$ cat config.mk
export PLATFORM = sky130hd
export DESIGN_NAME = ccg_cordic_cell
export DESIGN_NICKNAME = d
export VERILOG_FILES = /design/src/rtl/ccg_pkg.sv /design/src/rtl/ccg_cordic_cell.sv
export SDC_FILE = /design/constraint.sdc
export NUM_CORES = 1
export LEC_CHECK = 0
export BUFFER_PORTS_ARGS = -buffer_cell sky130_fd_sc_hd__buf_2
export CORE_MARGIN = 10
export CORE_UTILIZATION = 52
export DETAILED_ROUTE_END_ITERATION = 8
export PLACE_DENSITY = 0.79
export REMOVE_ABC_BUFFERS = 1
export SETUP_SLACK_MARGIN = 0.1
export SYNTH_ARGS = -nofsm -noshare
export SYNTH_HDL_FRONTEND = slang
export SYNTH_SLANG_ARGS = --single-unit
$ cat constraint.sdc
create_clock -name clk -period 0.8 [get_ports clk]
set_input_delay 0.04 -clock clk [delete_from_list [all_inputs] [get_ports clk]]
set_output_delay 0.04 -clock clk [all_outputs]
set_load 0.03 [all_outputs]
$ cat src/rtl/ccg_pkg.sv
// ----------------------------------------------------------------------------
// ccg_pkg
// Shared types, constants and helper functions for the carrot chasing
// guidance pipeline.
// ----------------------------------------------------------------------------
package ccg_pkg;

    // pipeline geometry
    localparam int CORDIC_STAGES = 16;
    localparam int IDX_W         = 5;
    localparam int CW            = 40;
    localparam int AW            = 20;
    localparam int DIV_STEPS     = 15;

    // angle constants in Q16 radians
    localparam logic signed [AW-1:0] Q16_PI      = 20'sd205887;
    localparam logic signed [AW-1:0] Q16_HALF_PI = 20'sd102944;
    localparam logic signed [AW:0]   Q16_TWO_PI  = 21'sd411775;
    localparam logic [16:0]          CORDIC_GAIN_Q16 = 17'd107922;

    // configuration register indexes
    typedef enum logic [2:0] {
        REG_START_X      = 3'd0,
        REG_START_Y      = 3'd1,
        REG_END_X        = 3'd2,
        REG_END_Y        = 3'd3,
        REG_LOOKAHEAD    = 3'd4,
        REG_GAIN         = 3'd5,
        REG_TURN_LIMIT   = 3'd6,
        REG_CRUISE_SPEED = 3'd7
    } cfg_reg_t;

    // vector under rotation plus its companion and the angle accumulator
    typedef struct packed {
        logic signed [CW-1:0] x;
        logic signed [CW-1:0] y;
        logic signed [CW-1:0] u;
        logic signed [CW-1:0] v;
        logic signed [AW-1:0] ang;
    } cordic_t;

    // fields that ride along the pipeline with each item
    typedef struct packed {
        logic signed [18:0]   yaw;
        logic                 degen;
        logic                 zero;
        logic signed [AW-1:0] theta;
        logic [CW-1:0]        len;
        logic [CW-1:0]        rem;
        logic [DIV_STEPS-1:0] quo;
        logic                 neg;
        logic                 sat;
        logic signed [24:0]   rate;
    } ride_t;

    // atan(2^-i) in Q16 radians
    function automatic logic signed [AW-1:0] atan_q16(input logic [IDX_W-1:0] i);
        logic signed [AW-1:0] a;
        begin
            case (i)
                5'd0:    a = 20'sd51472;
                5'd1:    a = 20'sd30386;
                5'd2:    a = 20'sd16055;
                5'd3:    a = 20'sd8150;
                5'd4:    a = 20'sd4091;
                5'd5:    a = 20'sd2047;
                5'd6:    a = 20'sd1024;
                5'd7:    a = 20'sd512;
                5'd8:    a = 20'sd256;
                5'd9:    a = 20'sd128;
                5'd10:   a = 20'sd64;
                5'd11:   a = 20'sd32;
                5'd12:   a = 20'sd16;
                5'd13:   a = 20'sd8;
                5'd14:   a = 20'sd4;
                5'd15:   a = 20'sd2;
                5'd16:   a = 20'sd1;
                default: a = '0;
            endcase
            return a;
        end
    endfunction

    // quarter turn that brings x into the right half plane
    function automatic cordic_t cordic_pre(input cordic_t c);
        cordic_t o;
        begin
            o = c;
            if (c.x < 0)
            begin
                if (c.y >= 0)
                begin
                    o.x   = c.y;
                    o.y   = -c.x;
                    o.u   = c.v;
                    o.v   = -c.u;
                    o.ang = Q16_HALF_PI;
                end
                else
                begin
                    o.x   = -c.y;
                    o.y   = c.x;
                    o.u   = -c.v;
                    o.v   = c.u;
                    o.ang = -Q16_HALF_PI;
                end
            end
            return o;
        end
    endfunction

endpackage

$ cat src/rtl/ccg_cordic_cell.sv
// ----------------------------------------------------------------------------
// ccg_cordic_cell
// One vectoring micro-rotation, applied to a vector and its companion.
// ----------------------------------------------------------------------------
module ccg_cordic_cell
    import ccg_pkg::*;
(
    input  logic             clk,
    input  logic             rst_n,
    input  logic             en,
    input  logic [IDX_W-1:0] idx,
    input  logic             in_valid,
    input  cordic_t          in_cs,
    input  ride_t            in_ride,
    output logic             out_valid,
    output cordic_t          out_cs,
    output ride_t            out_ride
);

    logic    valid_reg;
    cordic_t cs_reg;
    cordic_t cs_next;
    ride_t   ride_reg;

    // rotate toward the x axis by the sign of y
    always_comb
    begin
        cs_next = in_cs;
        if (!in_cs.y[CW-1])
        begin
            cs_next.x   = in_cs.x + (in_cs.y >>> idx);
            cs_next.y   = in_cs.y - (in_cs.x >>> idx);
            cs_next.u   = in_cs.u + (in_cs.v >>> idx);
            cs_next.v   = in_cs.v - (in_cs.u >>> idx);
            cs_next.ang = in_cs.ang + atan_q16(idx);
        end
        else
        begin
            cs_next.x   = in_cs.x - (in_cs.y >>> idx);
            cs_next.y   = in_cs.y + (in_cs.x >>> idx);
            cs_next.u   = in_cs.u - (in_cs.v >>> idx);
            cs_next.v   = in_cs.v + (in_cs.u >>> idx);
            cs_next.ang = in_cs.ang - atan_q16(idx);
        end
    end

    // valid bit
    always_ff @(posedge clk or negedge rst_n)
    begin
        if (!rst_n)
            valid_reg <= 1'b0;
        else if (en)
            valid_reg <= in_valid;
    end

    // payload
    always_ff @(posedge clk)
    begin
        if (en)
        begin
            cs_reg   <= cs_next;
            ride_reg <= in_ride;
        end
    end

    assign out_valid = valid_reg;
    assign out_cs    = cs_reg;
    assign out_ride  = ride_reg;

endmodule

==> results.sh, run 1 <==
export IMPL_yosys_mux_area_fraction=0.225
export IMPL_synth_yosys_warnings=0
export IMPL_synth_edf_count=343
export IMPL_die_width_um=274
export IMPL_synth_flop_cell="sky130_fd_sc_hd__edfxtp_1"
export IMPL_synth_compound_area_frac=0.162
export IMPL_post_synth_most_frequent_cells="sky130_fd_sc_hd__edfxtp_1, sky130_fd_sc_hd__nor2_1, sky130_fd_sc_hd__a21oi_1"
export IMPL_placement_rows=93
export IMPL_grt_max_degree=79
export IMPL_synth_top_cells_by_area="sky130_fd_sc_hd__edfxtp_1, sky130_fd_sc_hd__mux4_2, sky130_fd_sc_hd__ha_1"
export IMPL_post_synth_top_count_cell="sky130_fd_sc_hd__edfxtp_1"
export IMPL_status="did not finish"
export IMPL_total_cts_buffers=38
export IMPL_grt_util_all_layers=0.738
export IMPL_synth_seq_area_share=0.308
export IMPL_ys_types=91
export IMPL_post_synth_top_area_fraction=0.307
export IMPL_place_port_buffers=695
export IMPL_synth_xor_area_share=0.0758
export IMPL_stop_stage="global routing (5_1_grt)"
export IMPL_syn_area_per_cell_sq_um=10.4
export IMPL_async_reset_ff_frac=0.00291
export IMPL_synth_adder_area_share=0.0751
export IMPL_worst_setup_endpoint_after_the_global_route_repair_timing="out_cs[138]$_DFFE_PP_/D"
export IMPL_cts_path_max_buffers=3
export IMPL_synth_top_family_by_area="multiplexers"
export IMPL_worst_endpoint_kind="register data pin"
export IMPL_synth_cell_area_sq_mm=0.0335
export IMPL_synthSimpleGateAreaFrac=0.120
export IMPL_synth_largest_area_cell="sky130_fd_sc_hd__edfxtp_1"
export IMPL_place_detailed_hpwl_um=121000
export IMPL_cts_htree_levels=2
export IMPL_numClockSinks=344
export IMPL_io_pins=696
export IMPL_floorplan_initialDensity=0.523
export IMPL_postSynthCellCount=3228
export IMPL_grt_overflow_total=82
export IMPL_dpl_cell_count=5952
export IMPL_number_of_flip_flops_and_latches_in_the_synthesized_netlist=344
export IMPL_dpl_instance_area_sq_mm=0.0477
export IMPL_die_y_um=274
export IMPL_clock_tree_root_cell="sky130_fd_sc_hd__clkbuf_16"
export IMPL_error_line="[ERROR GRT-0232] Routing congestion too high. Check the congestion heatmap in the GUI."
export IMPL_routabilityCongestion=1.05
## routing by layer
metal  GRT usage  overflow
met1       0.709         2
met2       0.879        41
met3       0.655         3
met4       0.707        36
met5       0.427         0
## timing repair
action | in CTS
hold buffers | 170
endpoints found under the hold margin | 193
cloned | 5
resized for setup | 287
setup buffers | 59
setup endpoints to repair | 525
pin swaps | 110
## cells by family after synthesis
group,Yosys count
DFF,344
adders and majority gates,198
AOI/OAI and AO/OA,848
buffers and inverters,258
and+or+nand+nor,833
xor gates and xnor gates,290
muxes,457
## per-stage QoR
stage / hold slack (ns) / setup slack, ns / utilization
4_1_cts: -0.178 / -4.21 / 0.817
3_5_place_dp: -0.180 / -5.39 / 0.745
3_3_place_gp: -0.186 / -5.25 / 0.745
2_1_floorplan: -0.256 / -6.85 / -
==> run 2, diff against run 1 <==
Settings changed: CORE_UTILIZATION 52 to 40, PLACE_DENSITY 0.79 to not set, PLACE_DENSITY_LB_ADDON set to 0.15, SETUP_SLACK_MARGIN 0.1 to not set.
Clock period 0.8 ns to 1.05 ns, I/O delays scaled along.
==> run 2 against run 1 <==
  * The flow now finishes, with violations (negative hold slack, negative setup slack)
  * Synthesized cell count unchanged
  * Area after synthesis unchanged
==> results.sh, run 2 <==
export IMPL_fp_dieArea_sq_mm=0.0957
export IMPL_total_cts_buffers=40
export IMPL_tritoncts="built"
export IMPL_finalWorstPathRequiredPeriod_ns=5.14
export IMPL_max_transition_margin=0.433
export IMPL_rsz0062_at_grt="yes"
export IMPL_grt_max_degree=102
export IMPL_report_final_slew_viol_count=0
export IMPL_die_y_um=309
export IMPL_async_reset_ff_frac=0.00291
export IMPL_postSynthCellCount=3228
export IMPL_post_synth_most_frequent_cells="sky130_fd_sc_hd__edfxtp_1, sky130_fd_sc_hd__nor2_1, sky130_fd_sc_hd__a21oi_1"
export IMPL_grt_use_met2=0.557
export IMPL_vias_per_cell=5.62
export IMPL_grtUsageMet1=0.359
export IMPL_ys_types=91
export IMPL_met3_usage=0.0580
export IMPL_path_delay_family="multiplexers"
export IMPL_largest_clock_skew_in_the_final_design_ns=0
export IMPL_place_detailed_hpwl_um=124000
export IMPL_final_cell_mix="sky130_fd_sc_hd__buf_4, sky130_fd_sc_hd__buf_2, sky130_fd_sc_hd__edfxtp_1, sky130_fd_sc_hd__nor2_1, sky130_fd_sc_hd__mux4_2"
export IMPL_timing_final_hold_violations=8
export IMPL_place_port_buffers=695
export IMPL_cts_path_max_buffers=3
export IMPL_violations="negative hold slack, negative setup slack"
export IMPL_totalWireLength_um=159000
export IMPL_route_detailed_wl_per_inst_um=24.0
export IMPL_dpl_instance_area_sq_mm=0.0480
export IMPL_synth_flop_cell="sky130_fd_sc_hd__edfxtp_1"
export IMPL_worst_min_delay_path_category="input pin to flip-flop"
export IMPL_final_hold_worst_slack_ns=-0.190
export IMPL_worst_ir_drop_vdd_v=0.00138
export IMPL_synth_edf_count=343
export IMPL_insertion_delay_ns=0.62
export IMPL_synth_yosys_warnings=0
export IMPL_critPathLaunchType="input pin"
export IMPL_post_synth_top_area_fraction=0.307
export IMPL_max_cap_violations=0
export IMPL_critical_path_slowest_cell="sky130_fd_sc_hd__mux4_2"
export IMPL_grt_antenna_before_repair=25
export IMPL_required_ns=1.37
export IMPL_path_class="input pin to flip-flop"
export IMPL_cp_end_kind="flip-flop"
export IMPL_slowest_delay_ns=0.52
export IMPL_drive_gt1_frac=0.547
export IMPL_layout_cells_most_common="sky130_fd_sc_hd__buf_4"
export IMPL_numClockSinks=344
export IMPL_static_leakage_power_uw=0.0252
export IMPL_placement_rows=106
export IMPL_clock_tree_root_cell="sky130_fd_sc_hd__clkbuf_16"
export IMPL_cts_htree_levels=2
export IMPL_setup_tns_ns=-606.26
export IMPL_dpl_cell_count=6171
export IMPL_ctsHoldBuffers=168
export IMPL_detailedRoute_firstPassIterationCount=6
export IMPL_critical_path_peak_fanout=7
export IMPL_detailroute_via_count=37200
export IMPL_achievable_freq_mhz=194
export IMPL_timing_critical_path_arrival_ns=5.47
export IMPL_synth_seq_area_share=0.308
export IMPL_routabilityCongestion=0.989
export IMPL_finalSetupViolations=524
export IMPL_grt_util_all_layers=0.312
export IMPL_critical_path_n_buffers_inverters=9
export IMPL_cts_clk_slew_worst_paths_ns=0.06
export IMPL_power_per_cell_area_mw_per_mm2=1470
export IMPL_layout_setup_ws_ns=-4.09
export IMPL_io_pins=696
export IMPL_core_ar_sq_mm=0.0833
export IMPL_grt_overflow_total=0
export IMPL_die_width_um=309
export IMPL_number_of_flip_flops_and_latches_in_the_synthesized_netlist=344
export IMPL_grt_pass1_vias=37400
export IMPL_synth_largest_area_cell="sky130_fd_sc_hd__edfxtp_1"
export IMPL_grt_pass1_wl_um=229000
export IMPL_finish_instance_area_sq_mm=0.0558
export IMPL_synth_cell_area_sq_mm=0.0335
export IMPL_postRouteAntennaNets=0
export IMPL_largest_reg_flops=180
export IMPL_tightestPinTransition_ns=0.827
export IMPL_syn2layout_area_growth_pct=66.5
export IMPL_timing_critical_path_mode_cell="sky130_fd_sc_hd__buf_12"
export IMPL_synth_top_cells_by_area="sky130_fd_sc_hd__edfxtp_1, sky130_fd_sc_hd__mux4_2, sky130_fd_sc_hd__ha_1"
export IMPL_drt_first_iter_violations=3119
export IMPL_fin_nets=6050
export IMPL_drcViolationCount=0
export IMPL_status="finished, violations left"
export IMPL_preCtsSetupSlack_ns=-5.17
export IMPL_final_min_period_over_clock_period=4.90
export IMPL_post_route_insts_no_fill=6630
export IMPL_syn_area_per_cell_sq_um=10.4
export IMPL_floorplan_initialDensity=0.402
export IMPL_post_synth_top_count_cell="sky130_fd_sc_hd__edfxtp_1"
export IMPL_busiest_layer="met2"
## run 2: cell counts after synthesis
No cell type changed its count.
## run 2: cell type report
cell class	count	area, sq um
Clock buffer	50	1060
Fill cell	6677	27500
Clock inverter	24	289
Inverter	91	350
Multi-Input combinational cell	2626	24600
Tap cell	1080	1350
Sequential cell	344	10300
Antenna cell	18	45.0
Timing Repair Buffer	2397	17800
## run 2: cells by family after synthesis
family / after synthesis / synth area share
flops: 344 / 0.308
mux: 457 / 0.225
buf+inv: 258 / 0.0340
xor+xnor: 290 / 0.0758
fa+ha+maj: 198 / 0.0751
compound gates: 848 / 0.162
simple gates: 833 / 0.120
## run 2: layer usage
metal	up-vias	part of all wire
met2	1683	0.50
li1	17100	-
met4	14	0.049
met1	18100	0.37
met3	399	0.078
met5	-	0.00053
## run 2: final timing paths
kind / from / end / slack [ns] / cells after the start
worst max-delay path: idx[0] / out_cs[174] / -4.09 / 26
worst min-delay path: in_cs[20] / out_cs[20] / -0.19 / 2
worst max register to register: out_valid / out_valid / 0.31 / 1
worst min register to register: out_valid / out_valid / 0.51 / 1
max in group asynchronous: rst_n / out_valid / 0.67 / 3
min in group asynchronous: rst_n / out_valid / 0.28 / 3
## run 2: report_power, final
part | switching (uW) | leakage (uW) | total [uW] | internal (uW)
sequential | 859 | 0.00337 | 19600 | 18700
clock | 6310 | 0.000646 | 14600 | 8290
combinational | 25200 | 0.0212 | 47600 | 22400
total | 32400 | 0.0252 | 81800 | 49400
## run 2: per-stage QoR
step,total power [uW],utilization
global placement,59900,0.576
CTS,78800,0.649
finish,81800,0.670
floorplan,40800,-
detailed placement,60100,0.576
global route,85700,0.670
## run 2: repair_timing
item,4_1_cts,5_1_grt
setup endpoints to repair,524,524
cloned,7,0
resized for setup,401,301
endpoints found under the hold margin,219,8
buffers inserted,172,68
pin swaps,254,188
(Power assumes the default switching activity.)
